**src/rtl/core/mpct_pkg.sv**
```systemverilog
`default_nettype none

package mpct_pkg;

  localparam int SCREEN_BITS = 13;
  localparam int DELTA_BITS  = 9;
  localparam int DELTA_Y_BITS = 10;

  localparam logic [SCREEN_BITS-1:0] SCREEN_WIDTH_RESET  = 13'd1024;
  localparam logic [SCREEN_BITS-1:0] SCREEN_HEIGHT_RESET = 13'd768;
  localparam int POS_X_RESET = 512;
  localparam int POS_Y_RESET = 384;

  // Opcodes of the input channel.
  localparam logic OP_BYTE  = 1'b0;
  localparam logic OP_CLEAR = 1'b1;

  // Register indexes on the configuration port.
  localparam logic REG_WIDTH  = 1'b0;
  localparam logic REG_HEIGHT = 1'b1;

  // Bit positions in the first byte of a packet.
  localparam int BIT_SYNC   = 3;
  localparam int BIT_X_SIGN = 4;
  localparam int BIT_Y_SIGN = 5;
  localparam int BIT_X_OVF  = 6;
  localparam int BIT_Y_OVF  = 7;

  typedef enum logic [1:0] {
    POS_FIRST  = 2'd0,
    POS_SECOND = 2'd1,
    POS_THIRD  = 2'd2
  } byte_pos_e;

  typedef enum logic [1:0] {
    CMD_NONE   = 2'd0,
    CMD_CLEAR  = 2'd1,
    CMD_PACKET = 2'd2
  } cmd_kind_e;

  typedef struct packed {
    cmd_kind_e              kind;
    logic [2:0]             buttons;
    logic [DELTA_BITS-1:0]  dx;
    logic [DELTA_BITS-1:0]  dy;
    logic                   ovf;
  } cmd_t;

endpackage

`default_nettype wire

```
**src/rtl/core/mpct_in_if.sv**
```systemverilog
`default_nettype none

interface mpct_in_if;
  logic       valid;
  logic       ready;
  logic       opcode;
  logic [7:0] rx_byte;

  modport source (output valid, output opcode, output rx_byte, input ready);
  modport sink (input valid, input opcode, input rx_byte, output ready);
endinterface

`default_nettype wire

```
**src/rtl/core/mpct_out_if.sv**
```systemverilog
`default_nettype none

interface mpct_out_if #(
  parameter int COORD_BITS = 12
);
  logic                  valid;
  logic                  ready;
  logic                  packet_done;
  logic                  overflow_dropped;
  logic                  button_left;
  logic                  button_right;
  logic                  button_middle;
  logic signed [8:0]     delta_x;
  logic signed [9:0]     delta_y;
  logic [COORD_BITS-1:0] cursor_x;
  logic [COORD_BITS-1:0] cursor_y;
  logic                  moved_flag;
  logic                  event_pending;

  modport source (
    output valid, output packet_done, output overflow_dropped,
    output button_left, output button_right, output button_middle,
    output delta_x, output delta_y, output cursor_x, output cursor_y,
    output moved_flag, output event_pending, input ready
  );
  modport sink (
    input valid, input packet_done, input overflow_dropped,
    input button_left, input button_right, input button_middle,
    input delta_x, input delta_y, input cursor_x, input cursor_y,
    input moved_flag, input event_pending, output ready
  );
endinterface

`default_nettype wire

```
**src/rtl/core/mpct_front.sv**
```systemverilog
`default_nettype none

module mpct_front (
  input  wire logic          clk_i,
  input  wire logic          rst_ni,
  mpct_in_if.sink            in_i,
  output mpct_pkg::cmd_t     cmd_o,
  output logic               cmd_valid_o,
  input  wire logic          cmd_ready_i
);

  mpct_pkg::byte_pos_e pos_q, pos_d;
  logic [7:0] flag_q, flag_d;
  logic [7:0] x_q, x_d;
  logic       accept;
  logic       is_byte;

  assign in_i.ready  = cmd_ready_i;
  assign cmd_valid_o = in_i.valid;
  assign accept      = in_i.valid & cmd_ready_i;
  assign is_byte     = (in_i.opcode == mpct_pkg::OP_BYTE);

  // Next state of the packet assembler.
  always_comb begin
    pos_d  = pos_q;
    flag_d = flag_q;
    x_d    = x_q;
    if (accept && is_byte) begin
      case (pos_q)
        mpct_pkg::POS_SECOND: begin
          x_d   = in_i.rx_byte;
          pos_d = mpct_pkg::POS_THIRD;
        end
        mpct_pkg::POS_THIRD: begin
          pos_d = mpct_pkg::POS_FIRST;
        end
        default: begin
          // A first byte must carry the sync bit, or it is dropped.
          if (in_i.rx_byte[mpct_pkg::BIT_SYNC]) begin
            flag_d = in_i.rx_byte;
            pos_d  = mpct_pkg::POS_SECOND;
          end else begin
            pos_d = mpct_pkg::POS_FIRST;
          end
        end
      endcase
    end
  end

  // Command handed to the back end for each beat.
  always_comb begin
    cmd_o.kind    = mpct_pkg::CMD_NONE;
    cmd_o.buttons = flag_q[2:0];
    cmd_o.dx      = {flag_q[mpct_pkg::BIT_X_SIGN], x_q};
    cmd_o.dy      = {flag_q[mpct_pkg::BIT_Y_SIGN], in_i.rx_byte};
    cmd_o.ovf     = flag_q[mpct_pkg::BIT_X_OVF] | flag_q[mpct_pkg::BIT_Y_OVF];
    if (!is_byte) begin
      cmd_o.kind = mpct_pkg::CMD_CLEAR;
    end else if (pos_q == mpct_pkg::POS_THIRD) begin
      cmd_o.kind = mpct_pkg::CMD_PACKET;
    end
  end

  always_ff @(posedge clk_i or negedge rst_ni) begin
    if (!rst_ni) begin
      pos_q  <= mpct_pkg::POS_FIRST;
      flag_q <= '0;
      x_q    <= '0;
    end else begin
      pos_q  <= pos_d;
      flag_q <= flag_d;
      x_q    <= x_d;
    end
  end

endmodule

`default_nettype wire

```
**src/rtl/core/mpct_queue.sv**
```systemverilog
`default_nettype none

module mpct_queue (
  input  wire logic            clk_i,
  input  wire logic            rst_ni,
  input  wire mpct_pkg::cmd_t  push_data_i,
  input  wire logic            push_valid_i,
  output logic                 push_ready_o,
  output mpct_pkg::cmd_t       pop_data_o,
  output logic                 pop_valid_o,
  input  wire logic            pop_ready_i
);

  localparam int Depth = 2;
  localparam logic [1:0] Full = 2'(Depth);

  mpct_pkg::cmd_t mem_q [Depth];
  logic       wr_ptr_q, rd_ptr_q;
  logic [1:0] count_q, count_d;
  logic       push, pop;

  assign push_ready_o = (count_q != Full);
  assign pop_valid_o  = (count_q != 2'd0);
  assign push         = push_valid_i & push_ready_o;
  assign pop          = pop_valid_o & pop_ready_i;
  assign pop_data_o   = mem_q[rd_ptr_q];

  always_comb begin
    count_d = count_q;
    if (push && !pop) begin
      count_d = count_q + 2'd1;
    end else if (pop && !push) begin
      count_d = count_q - 2'd1;
    end
  end

  always_ff @(posedge clk_i) begin
    if (push) begin
      mem_q[wr_ptr_q] <= push_data_i;
    end
  end

  always_ff @(posedge clk_i or negedge rst_ni) begin
    if (!rst_ni) begin
      wr_ptr_q <= 1'b0;
      rd_ptr_q <= 1'b0;
      count_q  <= 2'd0;
    end else begin
      if (push) begin
        wr_ptr_q <= ~wr_ptr_q;
      end
      if (pop) begin
        rd_ptr_q <= ~rd_ptr_q;
      end
      count_q <= count_d;
    end
  end

endmodule

`default_nettype wire

```
**src/rtl/core/mpct_back.sv**
```systemverilog
`default_nettype none

module mpct_back #(
  parameter int COORD_BITS = 12
) (
  input  wire logic                              clk_i,
  input  wire logic                              rst_ni,
  input  wire mpct_pkg::cmd_t                    cmd_i,
  input  wire logic                              cmd_valid_i,
  output logic                                   cmd_ready_o,
  input  wire logic [mpct_pkg::SCREEN_BITS-1:0]  screen_width_i,
  input  wire logic [mpct_pkg::SCREEN_BITS-1:0]  screen_height_i,
  mpct_out_if.source                             out_o
);

  localparam int SumW = COORD_BITS + 2;
  localparam int LimW = (COORD_BITS > mpct_pkg::SCREEN_BITS) ? COORD_BITS
                                                            : mpct_pkg::SCREEN_BITS;
  localparam int CoordMaxI = (1 << COORD_BITS) - 1;
  localparam int PosXRstI  = (mpct_pkg::POS_X_RESET > CoordMaxI) ? CoordMaxI
                                                                : mpct_pkg::POS_X_RESET;
  localparam int PosYRstI  = (mpct_pkg::POS_Y_RESET > CoordMaxI) ? CoordMaxI
                                                                : mpct_pkg::POS_Y_RESET;
  localparam logic [COORD_BITS-1:0] CoordMax = {COORD_BITS{1'b1}};

  function automatic logic [COORD_BITS-1:0] axis_limit(
    input logic [mpct_pkg::SCREEN_BITS-1:0] size
  );
    logic [LimW-1:0] lim;
    lim = LimW'(size - mpct_pkg::SCREEN_BITS'(1));
    if (size == '0) begin
      return '0;
    end else if (lim > LimW'(CoordMax)) begin
      return CoordMax;
    end
    return lim[COORD_BITS-1:0];
  endfunction

  function automatic logic [COORD_BITS-1:0] clamp_move(
    input logic [COORD_BITS-1:0] pos,
    input logic signed [9:0]     delta,
    input logic [COORD_BITS-1:0] limit
  );
    logic signed [SumW-1:0] n;
    n = $signed({2'b00, pos}) + SumW'(delta);
    if (n < 0) begin
      return '0;
    end else if (n > $signed({2'b00, limit})) begin
      return limit;
    end
    return n[COORD_BITS-1:0];
  endfunction

  logic                    out_valid_q, out_valid_d;
  logic                    done_q, done_d;
  logic                    ovf_q, ovf_d;
  logic [2:0]              buttons_q, buttons_d;
  logic signed [8:0]       last_dx_q, last_dx_d;
  logic signed [9:0]       last_dy_q, last_dy_d;
  logic [COORD_BITS-1:0]   pos_x_q, pos_x_d;
  logic [COORD_BITS-1:0]   pos_y_q, pos_y_d;
  logic                    moved_q, moved_d;
  logic                    event_q, event_d;
  logic                    pop;
  logic signed [9:0]       dx_ext;
  logic signed [9:0]       ndy;
  logic [COORD_BITS-1:0]   new_x, new_y;

  // The state registers double as the output register: they only change
  // when the previous beat has been taken.
  assign cmd_ready_o = ~out_valid_q | out_o.ready;
  assign pop         = cmd_valid_i & cmd_ready_o;

  assign dx_ext = $signed({cmd_i.dx[8], cmd_i.dx});
  assign ndy    = -$signed({cmd_i.dy[8], cmd_i.dy});
  assign new_x  = clamp_move(pos_x_q, dx_ext, axis_limit(screen_width_i));
  assign new_y  = clamp_move(pos_y_q, ndy, axis_limit(screen_height_i));

  always_comb begin
    out_valid_d = out_valid_q & ~out_o.ready;
    done_d      = done_q;
    ovf_d       = ovf_q;
    buttons_d   = buttons_q;
    last_dx_d   = last_dx_q;
    last_dy_d   = last_dy_q;
    pos_x_d     = pos_x_q;
    pos_y_d     = pos_y_q;
    moved_d     = moved_q;
    event_d     = event_q;
    if (pop) begin
      out_valid_d = 1'b1;
      done_d      = 1'b0;
      ovf_d       = 1'b0;
      case (cmd_i.kind)
        mpct_pkg::CMD_CLEAR: begin
          moved_d = 1'b0;
          event_d = 1'b0;
        end
        mpct_pkg::CMD_PACKET: begin
          done_d    = 1'b1;
          buttons_d = cmd_i.buttons;
          if (cmd_i.ovf) begin
            ovf_d = 1'b1;
          end else begin
            last_dx_d = $signed(cmd_i.dx);
            last_dy_d = ndy;
            pos_x_d   = new_x;
            pos_y_d   = new_y;
            if (new_x != pos_x_q || new_y != pos_y_q) begin
              moved_d = 1'b1;
            end
            event_d = 1'b1;
          end
        end
        default: begin
        end
      endcase
    end
  end

  always_ff @(posedge clk_i or negedge rst_ni) begin
    if (!rst_ni) begin
      out_valid_q <= 1'b0;
      done_q      <= 1'b0;
      ovf_q       <= 1'b0;
      buttons_q   <= '0;
      last_dx_q   <= '0;
      last_dy_q   <= '0;
      pos_x_q     <= COORD_BITS'(PosXRstI);
      pos_y_q     <= COORD_BITS'(PosYRstI);
      moved_q     <= 1'b0;
      event_q     <= 1'b0;
    end else begin
      out_valid_q <= out_valid_d;
      done_q      <= done_d;
      ovf_q       <= ovf_d;
      buttons_q   <= buttons_d;
      last_dx_q   <= last_dx_d;
      last_dy_q   <= last_dy_d;
      pos_x_q     <= pos_x_d;
      pos_y_q     <= pos_y_d;
      moved_q     <= moved_d;
      event_q     <= event_d;
    end
  end

  assign out_o.valid            = out_valid_q;
  assign out_o.packet_done      = done_q;
  assign out_o.overflow_dropped = ovf_q;
  assign out_o.button_left      = buttons_q[0];
  assign out_o.button_right     = buttons_q[1];
  assign out_o.button_middle    = buttons_q[2];
  assign out_o.delta_x          = last_dx_q;
  assign out_o.delta_y          = last_dy_q;
  assign out_o.cursor_x         = pos_x_q;
  assign out_o.cursor_y         = pos_y_q;
  assign out_o.moved_flag       = moved_q;
  assign out_o.event_pending    = event_q;

endmodule

`default_nettype wire

```
**src/rtl/core/mouse_packet_cursor_tracker.sv**
```systemverilog
// Mouse packet cursor tracker.
// Input channel in_i carries one beat per mouse byte (opcode byte) or a
// clear request (opcode clear). Output channel out_o returns exactly one
// beat per input beat, in order: button state, last deltas, cursor
// position and the moved/event flags, plus packet_done and
// overflow_dropped for the byte that closed a three-byte packet.
// Screen width and height are set over the APB port at byte addresses 0
// and 4; they clamp the cursor on the next completed packet.
// Throughput is one beat per cycle while out_o is not stalled. An input
// beat is written into the command queue when it is accepted, and the
// back end loads its result into the result register when it pops that
// queue entry. The front end classifies and assembles bytes, a two-entry
// command queue decouples it from the back end that owns the cursor state
// and output register.
// Reset clears packet assembly, flags, buttons and deltas, centers the
// cursor on the default 1024x768 screen and restores the screen size.
// When the receiver stalls, the output beat holds, the queue fills, and
// in_i.ready drops once both queue entries are taken: after one more beat
// while streaming, after two when the queue was empty.
`default_nettype none

module mouse_packet_cursor_tracker #(
  parameter int COORD_BITS = 12
) (
  input  wire logic        clk_i,
  input  wire logic        rst_ni,
  mpct_in_if.sink          in_i,
  mpct_out_if.source       out_o,
  input  wire logic        psel,
  input  wire logic        penable,
  input  wire logic        pwrite,
  input  wire logic [2:0]  paddr,
  input  wire logic [31:0] pwdata,
  output logic [31:0]      prdata,
  output logic             pready
);

  logic [mpct_pkg::SCREEN_BITS-1:0] width_q, height_q;
  logic                             cfg_wr;
  mpct_pkg::cmd_t                   front_cmd, back_cmd;
  logic                             front_valid, front_ready;
  logic                             back_valid, back_ready;

  assign pready = 1'b1;
  assign cfg_wr = psel & penable & pwrite;

  always_ff @(posedge clk_i or negedge rst_ni) begin
    if (!rst_ni) begin
      width_q  <= mpct_pkg::SCREEN_WIDTH_RESET;
      height_q <= mpct_pkg::SCREEN_HEIGHT_RESET;
    end else if (cfg_wr) begin
      case (paddr[2])
        mpct_pkg::REG_WIDTH:  width_q  <= pwdata[mpct_pkg::SCREEN_BITS-1:0];
        mpct_pkg::REG_HEIGHT: height_q <= pwdata[mpct_pkg::SCREEN_BITS-1:0];
        default: begin
        end
      endcase
    end
  end

  always_comb begin
    case (paddr[2])
      mpct_pkg::REG_WIDTH:  prdata = 32'(width_q);
      mpct_pkg::REG_HEIGHT: prdata = 32'(height_q);
      default:              prdata = '0;
    endcase
  end

  mpct_front u_front (
    .clk_i       (clk_i),
    .rst_ni      (rst_ni),
    .in_i        (in_i),
    .cmd_o       (front_cmd),
    .cmd_valid_o (front_valid),
    .cmd_ready_i (front_ready)
  );

  mpct_queue u_queue (
    .clk_i        (clk_i),
    .rst_ni       (rst_ni),
    .push_data_i  (front_cmd),
    .push_valid_i (front_valid),
    .push_ready_o (front_ready),
    .pop_data_o   (back_cmd),
    .pop_valid_o  (back_valid),
    .pop_ready_i  (back_ready)
  );

  mpct_back #(
    .COORD_BITS (COORD_BITS)
  ) u_back (
    .clk_i           (clk_i),
    .rst_ni          (rst_ni),
    .cmd_i           (back_cmd),
    .cmd_valid_i     (back_valid),
    .cmd_ready_o     (back_ready),
    .screen_width_i  (width_q),
    .screen_height_i (height_q),
    .out_o           (out_o)
  );

endmodule

`default_nettype wire

```
**src/flat_wrapper.sv**
```systemverilog
// flat-port wrapper written by rule: the top's interface ports become plain ports
module mouse_packet_cursor_tracker_flat 
#(
  parameter int COORD_BITS = 12
)
  (clk_i, rst_ni, psel, penable, pwrite, paddr, pwdata, prdata, pready, in_i_valid, in_i_opcode, in_i_rx_byte, in_i_ready, out_o_valid, out_o_packet_done, out_o_overflow_dropped, out_o_button_left, out_o_button_right, out_o_button_middle, out_o_delta_x, out_o_delta_y, out_o_cursor_x, out_o_cursor_y, out_o_moved_flag, out_o_event_pending, out_o_ready);
  mpct_in_if in_i_i ();
  mpct_out_if #(.COORD_BITS(COORD_BITS)) out_o_i ();
  input  wire logic clk_i;
  input  wire logic rst_ni;
  input  wire logic psel;
  input  wire logic penable;
  input  wire logic pwrite;
  input  wire logic [2:0] paddr;
  input  wire logic [31:0] pwdata;
  output logic [31:0] prdata;
  output logic pready;
  input wire logic [$bits(in_i_i.valid)-1:0] in_i_valid;
  input wire logic [$bits(in_i_i.opcode)-1:0] in_i_opcode;
  input wire logic [$bits(in_i_i.rx_byte)-1:0] in_i_rx_byte;
  output wire logic [$bits(in_i_i.ready)-1:0] in_i_ready;
  output wire logic [$bits(out_o_i.valid)-1:0] out_o_valid;
  output wire logic [$bits(out_o_i.packet_done)-1:0] out_o_packet_done;
  output wire logic [$bits(out_o_i.overflow_dropped)-1:0] out_o_overflow_dropped;
  output wire logic [$bits(out_o_i.button_left)-1:0] out_o_button_left;
  output wire logic [$bits(out_o_i.button_right)-1:0] out_o_button_right;
  output wire logic [$bits(out_o_i.button_middle)-1:0] out_o_button_middle;
  output wire logic [$bits(out_o_i.delta_x)-1:0] out_o_delta_x;
  output wire logic [$bits(out_o_i.delta_y)-1:0] out_o_delta_y;
  output wire logic [$bits(out_o_i.cursor_x)-1:0] out_o_cursor_x;
  output wire logic [$bits(out_o_i.cursor_y)-1:0] out_o_cursor_y;
  output wire logic [$bits(out_o_i.moved_flag)-1:0] out_o_moved_flag;
  output wire logic [$bits(out_o_i.event_pending)-1:0] out_o_event_pending;
  input wire logic [$bits(out_o_i.ready)-1:0] out_o_ready;
  assign in_i_i.valid = in_i_valid;
  assign in_i_i.opcode = in_i_opcode;
  assign in_i_i.rx_byte = in_i_rx_byte;
  assign in_i_ready = in_i_i.ready;
  assign out_o_valid = out_o_i.valid;
  assign out_o_packet_done = out_o_i.packet_done;
  assign out_o_overflow_dropped = out_o_i.overflow_dropped;
  assign out_o_button_left = out_o_i.button_left;
  assign out_o_button_right = out_o_i.button_right;
  assign out_o_button_middle = out_o_i.button_middle;
  assign out_o_delta_x = out_o_i.delta_x;
  assign out_o_delta_y = out_o_i.delta_y;
  assign out_o_cursor_x = out_o_i.cursor_x;
  assign out_o_cursor_y = out_o_i.cursor_y;
  assign out_o_moved_flag = out_o_i.moved_flag;
  assign out_o_event_pending = out_o_i.event_pending;
  assign out_o_i.ready = out_o_ready;
  mouse_packet_cursor_tracker #(.COORD_BITS(COORD_BITS)) u_core (.clk_i(clk_i), .rst_ni(rst_ni), .in_i(in_i_i), .out_o(out_o_i), .psel(psel), .penable(penable), .pwrite(pwrite), .paddr(paddr), .pwdata(pwdata), .prdata(prdata), .pready(pready));
endmodule
```
**config.mk**
```make
export PLATFORM = sky130hd
export DESIGN_NAME = mouse_packet_cursor_tracker_flat
export DESIGN_NICKNAME = d
export VERILOG_FILES = /design/src/rtl/core/mpct_pkg.sv /design/src/rtl/core/mpct_in_if.sv /design/src/rtl/core/mpct_out_if.sv /design/src/rtl/core/mpct_front.sv /design/src/rtl/core/mpct_queue.sv /design/src/rtl/core/mpct_back.sv /design/src/rtl/core/mouse_packet_cursor_tracker.sv /design/src/flat_wrapper.sv
export SDC_FILE = /design/constraint.sdc
export NUM_CORES = 1
export LEC_CHECK = 0
export ABC_AREA = 1
export BUFFER_PORTS_ARGS = -buffer_cell sky130_fd_sc_hd__buf_2
export CORE_MARGIN = 2
export CORE_UTILIZATION = 59
export DETAILED_ROUTE_END_ITERATION = 12
export GPL_ROUTABILITY_DRIVEN = 0
export GPL_TIMING_DRIVEN = 1
export PLACE_DENSITY = 0.84
export SLEW_MARGIN = 20
export SYNTH_ARGS = -nofsm -noshare
export SYNTH_HDL_FRONTEND = slang
export SYNTH_SLANG_ARGS = --single-unit
```
**constraint.sdc**
```tcl
create_clock -name clk_i -period 6.43 [get_ports clk_i]
set_clock_uncertainty 0.05 [all_clocks]
set_input_delay 1.286 -clock clk_i [delete_from_list [all_inputs] [get_ports clk_i]]
set_output_delay 1.286 -clock clk_i [all_outputs]
set_load 0.1 [all_outputs]
```
After elaboration in Yosys (flattened, before gate mapping)
Memories as Yosys holds them, arrays and structs flattened.
Cells that the tools add are included.
{ "word_totals": {"mem_count": 1, "reg_bits": 99, "ramBits": 48, "out_inout_bits": 85, "in_bits": 51, "word_cells": 114} }
{ "classes": {"n_reduce_logical": 20, "n_eq_ne": 9, "n_mux": 38, "bitwise_logic": 15, "n_addsub": 7, "order_cmp": 6} }
{ "mem_list": {"columns": ["name", "depth", "width", "rd", "rd_ports_with_merged_regs", "wr", "line", "rtl"], "rows": [
  ["u_core.u_queue.mem_q", 2, 24, 1, 0, 1, "mpct_queue.sv:17", "mpct_pkg::cmd_t mem_q [Depth];"]
]} }
{ "ops": {"columns": ["operator", "n"], "rows": [
  ["$mux W12", 12],
  ["$pmux W32 S2", 1],
  ["$gt A14 B13 Y1", 2],
  ["$lt A14 B1 Y1 const B", 2],
  ["$gt A13 B12 Y1 const B", 2],
  ["$logic_not A13 Y1", 2],
  ["$sub A13 B1 Y13 const B", 2],
  ["$ne A12 B12 Y1", 2],
  ["$mux W1", 18],
  ["$add A13 B10 Y14", 1],
  ["$add A13 B9 Y14", 1],
  ["$neg A9 Y10", 1],
  ["$reduce_and A3 Y1", 3],
  ["$mux W2", 4],
  ["$not A1 Y1", 8],
  ["$reduce_and A2 Y1", 4],
  ["$ne A2 B2 Y1 const B", 3],
  ["$reduce_bool A2 Y1", 3],
  ["$and A1 B1 Y1", 5],
  ["$eq A2 B1 Y1 const B", 2],
  ["$eq A2 B2 Y1 const B", 2],
  ["$pmux W1 S2", 2],
  ["$pmux W2 S2", 1],
  ["$reduce_and A4 Y1", 1],
  ["7 further kinds", 11]
]} }

Longest topological paths before layout
Gate-level depths: netlist of the first run.
{ "logic_depth": {"depth_word": 14, "mapped_depth": 44, "ltp_nobuf": 42} }

By module
From an unflattened synthesis of the first run, not the netlist that was laid out.
{ "unflattened": {"hier_cells": 1383, "area_unflattened_um2": 10137.2} }
{ "modules_own_cells": {"columns": ["mod", "area_per_inst_um2", "cells_each", "n_inst"], "rows": [
  ["mpct_back", 5859.4, 954, 1],
  ["mpct_queue", 2039.5, 154, 1],
  ["mouse_packet_cursor_tracker", 1386.3, 180, 1],
  ["mpct_front", 852.1, 95, 1]
]} }

Worst setup path after synthesis of the first run
OpenSTA, ideal clock, no wires.
{ "synth_path": {"path_type": "input to output", "startpoint": "in paddr[2]", "endpoint": "out prdata[10]", "setup_slack_ns": 1.351, "required_time_ns": 5.094, "path_buffers": 2, "cell_stages": 3, "arrival_time_ns": 3.743, "path_cell_list": "clkbuf_1 > clkbuf_1 > o21ai_0"} }
{ "synth_between": {"elab_chain_cells": 2} }
{ "synth_lines": {"columns": ["item", "line", "rtl"], "rows": [
  ["from (decl)", "flat_wrapper.sv:14", "input wire logic [2:0] paddr;"],
  ["$not A1 Y1 (no line)", null, null],
  ["$pmux W32 S2 (*)", "mouse_packet_cursor_tracker.sv:62", "case (paddr[2])"],
  ["to (decl)", "flat_wrapper.sv:16", "output logic [31:0] prdata;"]
]} }
Mark *: on every way between the ends. The rest lies on a longest branch, timed or not. The select of a mux whose other input is x is not followed.

==> metrics.log, run 1 <==
INFO  metric outcome = complete, no violations
INFO  metric post-route-drc-count = 0
INFO  metric row_count = 46
INFO  metric hold_class = register to register
INFO  metric antenna-diode-count = 0
INFO  metric dr.first_iter.drc_count = approximately 640
INFO  metric cts_num_sinks = around 150
INFO  metric average_cell_area_after_synthesis = between 7 and 8 um^2
INFO  metric start_util = around three fifths
INFO  metric dpl.cell_count = about 1600
INFO  metric cts_resized = 0
INFO  metric cp_max_fo = 10
INFO  metric grt_use_met1 = between 30 and 40%
INFO  metric r2r_cells = 38
INFO  metric placeableCoreArea = approximately 16000 um^2
INFO  metric worst_setup_path_category = register to register
INFO  metric floorplan.io_pins = between 100 and 150
INFO  metric yosysSeqAreaShare = between 40% and 50%
INFO  metric critical_path.startpoint_type = register
INFO  metric synthCells = 1289
INFO  metric layout.area.seq = slightly below 4000 um^2
INFO  metric hold_fix_buffers_at_cts = 0
INFO  metric groute.layer.met3.usage = under 10%
INFO  metric slew-limit-headroom = a little over a third
INFO  metric synthFlopType = sky130_fd_sc_hd__dfrtp_1
INFO  metric setup_repair_after_global_routing_missed_its_margin = no
INFO  metric post_detailed_routing_wire_length = ~24000 um
INFO  metric synthesis.area = between 9000 and 10000 um^2
INFO  metric vias_per_cell = roughly 5.4
INFO  metric avgRoutedWirePerCell = 14.7 um
INFO  metric via_count_of_the_first_global_routing_pass = around 8300
INFO  metric postSynth.asyncResetShare = ~67%
INFO  metric grt.met2_usage = 47.5%
INFO  metric final.period_utilization = between 80% and 90%
INFO  metric drtPass1Iterations = 6
INFO  metric hold_viol_final = 0
INFO  metric critPathMaxStageDelay = 610 ps
INFO  metric worstPathArrival = between 6000 and 7000 ps
INFO  metric synth_cell_types = 53
INFO  metric die_h = between 100 and 150 um
INFO  metric post_route_cells_drive_above_1_share = about an eighth
INFO  metric slowest_stage = sky130_fd_sc_hd__dfrtp_1
INFO  metric critPathRequiredTime = 6670 ps
INFO  metric crit_path_end_kind = register
INFO  metric clk_root_buffer_cell = sky130_fd_sc_hd__clkbuf_16
INFO  metric clk-insertion-delay-late = roughly 430 ps
INFO  metric fmax = between 150 and 200 MHz
INFO  metric critPathMostFrequentCell = sky130_fd_sc_hd__nand2_1
INFO  metric ant_nets = 0
INFO  metric post_cts_buffers = 0
INFO  metric cap_violations = 0
INFO  metric hold-path-cell-count = 0
INFO  metric synthesis.yosys.warnings = 0
INFO  metric slew_violations = 0
INFO  metric clk_pin_slew_worst_paths = 70 ps
INFO  metric clock_tree.buffer_depth = 2
INFO  metric gr-total-overflow = 0
INFO  metric fill_cells = around 1300
INFO  metric multiInputGateArea = between 4000 and 5000 um^2
INFO  metric totalNegativeSetupSlack = 0 ps
INFO  metric fin_ws = about 650 ps
INFO  metric buffer_ports.inserted = 94
INFO  metric pin_count_of_the_biggest_net_entering_global_routing = 52
INFO  metric cts-htree-levels = 4
INFO  metric antenna_found_initial = 0
INFO  metric dp_slack = about 630 ps
INFO  metric routed-via-count = between 8000 and 9000
INFO  metric timing.final.setup_violations = 0
INFO  metric design.die.area = around 18000 um^2
INFO  metric area_delta_synth_final = 12.2%
INFO  metric yosys_register_bits = about 150
INFO  metric cts_tree = done
INFO  metric synth_edf_count = 48
INFO  metric grt_most_used_layer = met2
INFO  metric nNetsFinal = ~1500
INFO  metric instances_no_fill = 1605
INFO  metric cts_buffers = 17
INFO  metric hpwl = 17300 um
INFO  metric grt_pass1_wl = between 30000 and 40000 um
INFO  metric grtUsageTotal = approximately 27%
INFO  metric period_minus_slack = about 5800 ps
INFO  metric worst-slew-pin-transition = slightly below 1000 ps
INFO  metric floorplan.die.width = between 100 and 150 um
## layer usage
| metal | part of all wire [%] | wire length, um | up-vias |
|---|---|---|---|
| met5 | 0 | 0 | - |
| met4 | 1.9 | 444 | 0 |
| met3 | 6.2 | 1470 | 33 |
| met2 | 50 | 11700 | 294 |
| met1 | 42 | 9960 | 3987 |
| li1 | - | - | 4285 |
## worst max-delay path, delay by kind of cell, from the launching register on
family          cells  cell delay, ps
flops               1             610
xor+xnor            2             450
buf+inv             6             630
compound gates      5            1160
simple gates       22            1920
fa+ha+maj           3             830
## per-stage QoR
stage / utilization [%] / hold slack, ps / cell area, um^2
2_1_floorplan: - / 387 / 9790
3_3_place_gp: 64.1 / 396 / 10300
3_5_place_dp: 64.1 / 406 / 10300
4_1_cts: 68.1 / 421 / 10900
5_1_grt: 68.1 / 431 / 10900
6_report: 68.1 / 421 / 10900
## registers in the layout, indices dropped and copies added (netlist names)
name and cells:
u_core.height_q 13, u_core.u_back.buttons_q 3, u_core.u_back.out_o.cursor_x 12, u_core.u_back.out_o.cursor_y 12, u_core.u_back.out_o.delta_x 9, u_core.u_back.out_o.delta_y 10
u_core.u_back.out_o.event_pending 1, u_core.u_back.out_o.moved_flag 1, u_core.u_back.out_o.overflow_dropped 1, u_core.u_back.out_o.packet_done 1, u_core.u_back.out_o.valid 1, u_core.u_front.flag_q 7
u_core.u_front.pos_q 2, u_core.u_front.x_q 8, u_core.u_queue.count_q 2, u_core.u_queue.mem_q 48, u_core.u_queue.rd_ptr_q 1, u_core.u_queue.wr_ptr_q 1
u_core.width_q 13
## cell usage in the layout, fill, tap and decap left out, types with 4 or more instances in the layout
master	count
sky130_fd_sc_hd__nor3_1	6
sky130_fd_sc_hd__xnor2_1	18
sky130_fd_sc_hd__xor2_1	19
sky130_fd_sc_hd__a21oi_1	28
sky130_fd_sc_hd__conb_1	20
sky130_fd_sc_hd__nand2_4	11
sky130_fd_sc_hd__a31oi_1	15
sky130_fd_sc_hd__ha_1	56
sky130_fd_sc_hd__nand3b_1	4
sky130_fd_sc_hd__nor2_1	89
sky130_fd_sc_hd__buf_2	93
sky130_fd_sc_hd__nand2_1	415
sky130_fd_sc_hd__clkbuf_16	18
sky130_fd_sc_hd__nand3_1	94
sky130_fd_sc_hd__nand4_1	15
sky130_fd_sc_hd__inv_1	164
sky130_fd_sc_hd__buf_4	7
sky130_fd_sc_hd__inv_2	4
sky130_fd_sc_hd__edfxtp_1	48
sky130_fd_sc_hd__inv_6	4
sky130_fd_sc_hd__dfrtp_1	92
sky130_fd_sc_hd__o21ai_0	104
sky130_fd_sc_hd__nand2_2	10
sky130_fd_sc_hd__dfstp_2	6
## worst paths after layout
path / slack, ps / endpoint / startpoint
max in group asynchronous: 4380 / u_core.u_front.flag_q[5] / rst_ni
max: 650 / u_core.u_back.out_o.moved_flag / u_core.u_queue.rd_ptr_q
min in group asynchronous: 830 / u_core.height_q[11] / rst_ni
max reg2reg: 650 / u_core.u_back.out_o.moved_flag / u_core.u_queue.rd_ptr_q
min reg2reg: 420 / u_core.u_queue.mem_q[1][18] / u_core.u_front.flag_q[4]
min: 420 / u_core.u_queue.mem_q[1][18] / u_core.u_front.flag_q[4]
## logic make-up after synthesis
logic type	count (synthesis)	synth area share [%]
DFF	146	40.1
and+or+nand+nor	661	29.3
xor gates and xnor gates	37	3.33
buffers and inverters	219	9.84
other	2	0.0773
adders and majority gates	58	7.62
AOI/OAI and AO/OA	160	8.86
muxes	6	0.798
## cell type report
class	count	share of cell area [%]
Timing Repair Buffer	100	4.75
Multi-Input combinational cell	942	45.3
Tap cell	216	2.48
Sequential cell	146	35.8
Clock buffer	18	4.13
Clock inverter	14	1.76
Inverter	169	5.84
## cells in the mapped netlist, drive strengths merged, types with 15 or more instances
cell	instances	area share [%]
nor2	94	3.8
buf	29	2.5
xor2	19	1.7
clkbuf	21	0.81
ha	56	7.2
nand3	97	5.2
nand2	436	18
edfxtp	48	15
o21ai	107	5.5
a21oi	30	1.7
dfrtp	92	24
xnor2	18	1.6
inv	169	6.6
a31oi	15	0.97
nand4	16	1.1
Power of run 1 is left out: the tool's default activity adds up to more than one toggle a clock period on the data nets, which glitch-free logic cannot reach.
==> run 2: changes to the inputs <==
--- a/config.mk
+++ b/config.mk
@@ -12,7 +12,7 @@
 export DETAILED_ROUTE_END_ITERATION = 12
 export GPL_ROUTABILITY_DRIVEN = 0
 export GPL_TIMING_DRIVEN = 1
-export PLACE_DENSITY = 0.84
+export PLACE_DENSITY_LB_ADDON = 0.15
 export SLEW_MARGIN = 20
 export SYNTH_ARGS = -nofsm -noshare
 export SYNTH_HDL_FRONTEND = slang
==> run 2 against run 1 <==
Compared with the run above:
- final area down 0.77%
- die area stayed put
- first-iteration DRC count fell by 14%
- routed wire length is 2.6% lower
- global-route usage rose by 0.14 points
- non-clock buffer count unchanged
- fmax increased by 0.43%
- register-to-register slack improved by 20 ps
- highest routed layer unchanged
==> metrics.log, run 2 (same netlist as run 1, synthesis figures left out) <==
INFO  metric hold_viol_final = 0 (unchanged)
INFO  metric critical_path.startpoint_type = register
INFO  metric avgRoutedWirePerCell = 14.3 um (-2.6%)
INFO  metric slowest_stage = sky130_fd_sc_hd__dfrtp_1
INFO  metric nNetsFinal = 1485 (unchanged)
INFO  metric finish.utilization = 67.6% (-0.52 points)
INFO  metric row_count = 46 (unchanged)
INFO  metric grtUsageTotal = 27.3% (+0.14 points)
INFO  metric via_count_of_the_first_global_routing_pass = 7875 (-4.6%)
INFO  metric setup_repair_after_global_routing_missed_its_margin = no
INFO  metric critPathMaxStageDelay = 590 ps (-20 ps)
INFO  metric period_minus_slack = 5750 ps (-24.6 ps)
INFO  metric critPathRequiredTime = 6670 ps (about the same)
INFO  metric timing.final.setup_violations = 0 (unchanged)
INFO  metric die_h = 132 um (unchanged)
INFO  metric buffer_ports.inserted = 94 (unchanged)
INFO  metric cts_tree = done
INFO  metric vias_per_cell = 5.24 (-2.2%)
INFO  metric totalNegativeSetupSlack = 0 ps (unchanged)
INFO  metric most_flop_heavy_register = u_core.u_queue.mem_q
INFO  metric ant_nets = 0 (unchanged)
INFO  metric multiInputGateArea = 4930 um^2 (about the same)
INFO  metric drtPass1Iterations = 5 (-1)
INFO  metric hold_class = register to register
INFO  metric clk-insertion-delay-late = 430 ps (about the same)
INFO  metric cts_resized = 0 (unchanged)
INFO  metric cts_num_sinks = 146 (unchanged)
INFO  metric final_cell_mix = sky130_fd_sc_hd__nand2_1 (415), sky130_fd_sc_hd__inv_1 (165), sky130_fd_sc_hd__o21ai_0 (104)
INFO  metric worstPathArrival = 6000 ps (about the same)
INFO  metric antenna_found_initial = 0 (unchanged)
INFO  metric post-route-drc-count = 0 (unchanged)
INFO  metric grt_pass1_wl = 38400 um (+0.20%)
INFO  metric worst-slew-pin-transition = 938 ps (-36.4 ps)
INFO  metric placeableCoreArea = 16000 um^2 (unchanged)
INFO  metric cts_buffers = 17 (unchanged)
INFO  metric dr.first_iter.drc_count = 550 (-14%)
INFO  metric cts-htree-levels = 4 (unchanged)
INFO  metric floorplan.io_pins = 136 (unchanged)
INFO  metric start_util = 60.7% (unchanged)
INFO  metric slew-limit-headroom = 37.3% (+2.4 points)
INFO  metric post_detailed_routing_wire_length = 22900 um (-2.6%)
INFO  metric post_cts_buffers = 0 (unchanged)
INFO  metric fmax = 174 MHz (+0.43%)
INFO  metric clk_pin_slew_worst_paths = 60 ps (about the same)
INFO  metric ff2ff_setup_slack = 680 ps (+20 ps)
INFO  metric placed_area = 10300 um^2 (unchanged)
INFO  metric mostFrequentLayoutCell = sky130_fd_sc_hd__nand2_1
INFO  metric max_ffs_per_register = 48 (unchanged)
INFO  metric fill_cells = 1398 (+5.0%)
INFO  metric clk_root_buffer_cell = sky130_fd_sc_hd__clkbuf_16
INFO  metric critPathMostFrequentCell = sky130_fd_sc_hd__nand2_1
INFO  metric routed-via-count = 8409 (-2.2%)
INFO  metric layout.area.seq = 3900 um^2 (unchanged)
INFO  metric area_delta_synth_final = 11.3%
INFO  metric hpwl = 17400 um (+0.59%)
INFO  metric antenna-diode-count = 0 (unchanged)
INFO  metric cap_violations = 0 (unchanged)
INFO  metric final_area = 10800 um^2 (-0.77%)
INFO  metric crit_path_end_kind = register
INFO  metric post_route_cells_drive_above_1_share = 12.9% (-0.22 points)
INFO  metric worst_setup_path_category = register to register
INFO  metric clock_tree.buffer_depth = 2 (unchanged)
INFO  metric cp_max_fo = 16 (+6)
INFO  metric hold_fix_buffers_at_cts = 0 (unchanged)
INFO  metric floorplan.die.width = 132 um (unchanged)
INFO  metric final.period_utilization = 89.5% (-0.38 points)
INFO  metric pin_count_of_the_biggest_net_entering_global_routing = 64 (+23%)
INFO  metric design.die.area = 17500 um^2 (unchanged)
INFO  metric layout_top_registers = u_core.u_queue.mem_q: 48 flops, u_core.height_q: 13 flops, u_core.width_q: 13 flops
INFO  metric gr-total-overflow = 0 (unchanged)
INFO  metric slew_violations = 0 (unchanged)
INFO  metric outcome = complete, no violations
INFO  metric holdWs = 425 ps (+4.00 ps)
## run 2: per-layer routing
layer / share of wire, % / wire length, um / track usage, %
met5: 0 / 0 / 0
met2: 49 / 11200 / 46.7
met1: 45 / 10300 / 36.3
met3: 4.5 / 1030 / 4.15
met4: 1.7 / 390 / 7.71
## run 2: final timing paths
| kind | startpoint | endpoint | cells after the start |
|---|---|---|---|
| min reg2reg | u_core.u_front.x_q[3] | u_core.u_queue.mem_q[0][13] | 0 |
| max reg2reg | u_core.u_queue.rd_ptr_q | u_core.u_back.out_o.moved_flag | 37 |
| max in group asynchronous | rst_ni | u_core.u_back.out_o.cursor_y[1] | 2 |
| min in group asynchronous | rst_ni | u_core.width_q[0] | 1 |
| max | u_core.u_queue.rd_ptr_q | u_core.u_back.out_o.moved_flag | 37 |
| min | u_core.u_front.x_q[3] | u_core.u_queue.mem_q[0][13] | 0 |
## run 2: area by class of cell
type / instances / area share [%]
Clock buffer: 18 / 3.97
Clock inverter: 14 / 1.20
Inverter: 169 / 5.89
Multi-Input combinational cell: 942 / 45.6
Sequential cell: 146 / 36.1
Tap cell: 216 / 2.50
Timing Repair Buffer: 100 / 4.79
## run 2: critical path: cells and delay by family (launching register included)
| family | cells | cell delay (ps) |
|---|---|---|
| compound gates | 5 | 1170 |
| xor+xnor | 2 | 440 |
| fa+ha+maj | 3 | 790 |
| buf+inv | 5 | 620 |
| flops | 1 | 590 |
| simple gates | 22 | 1970 |
## run 2: per-stage QoR
step                worst slack (ps)  instances
detailed placement               610       1573
global placement                 720       1573
global route                    90.7       1605
floorplan                       1350       1307
finish                           676       1605
CTS                              597       1605
Power of run 2 is left out for the same reason.
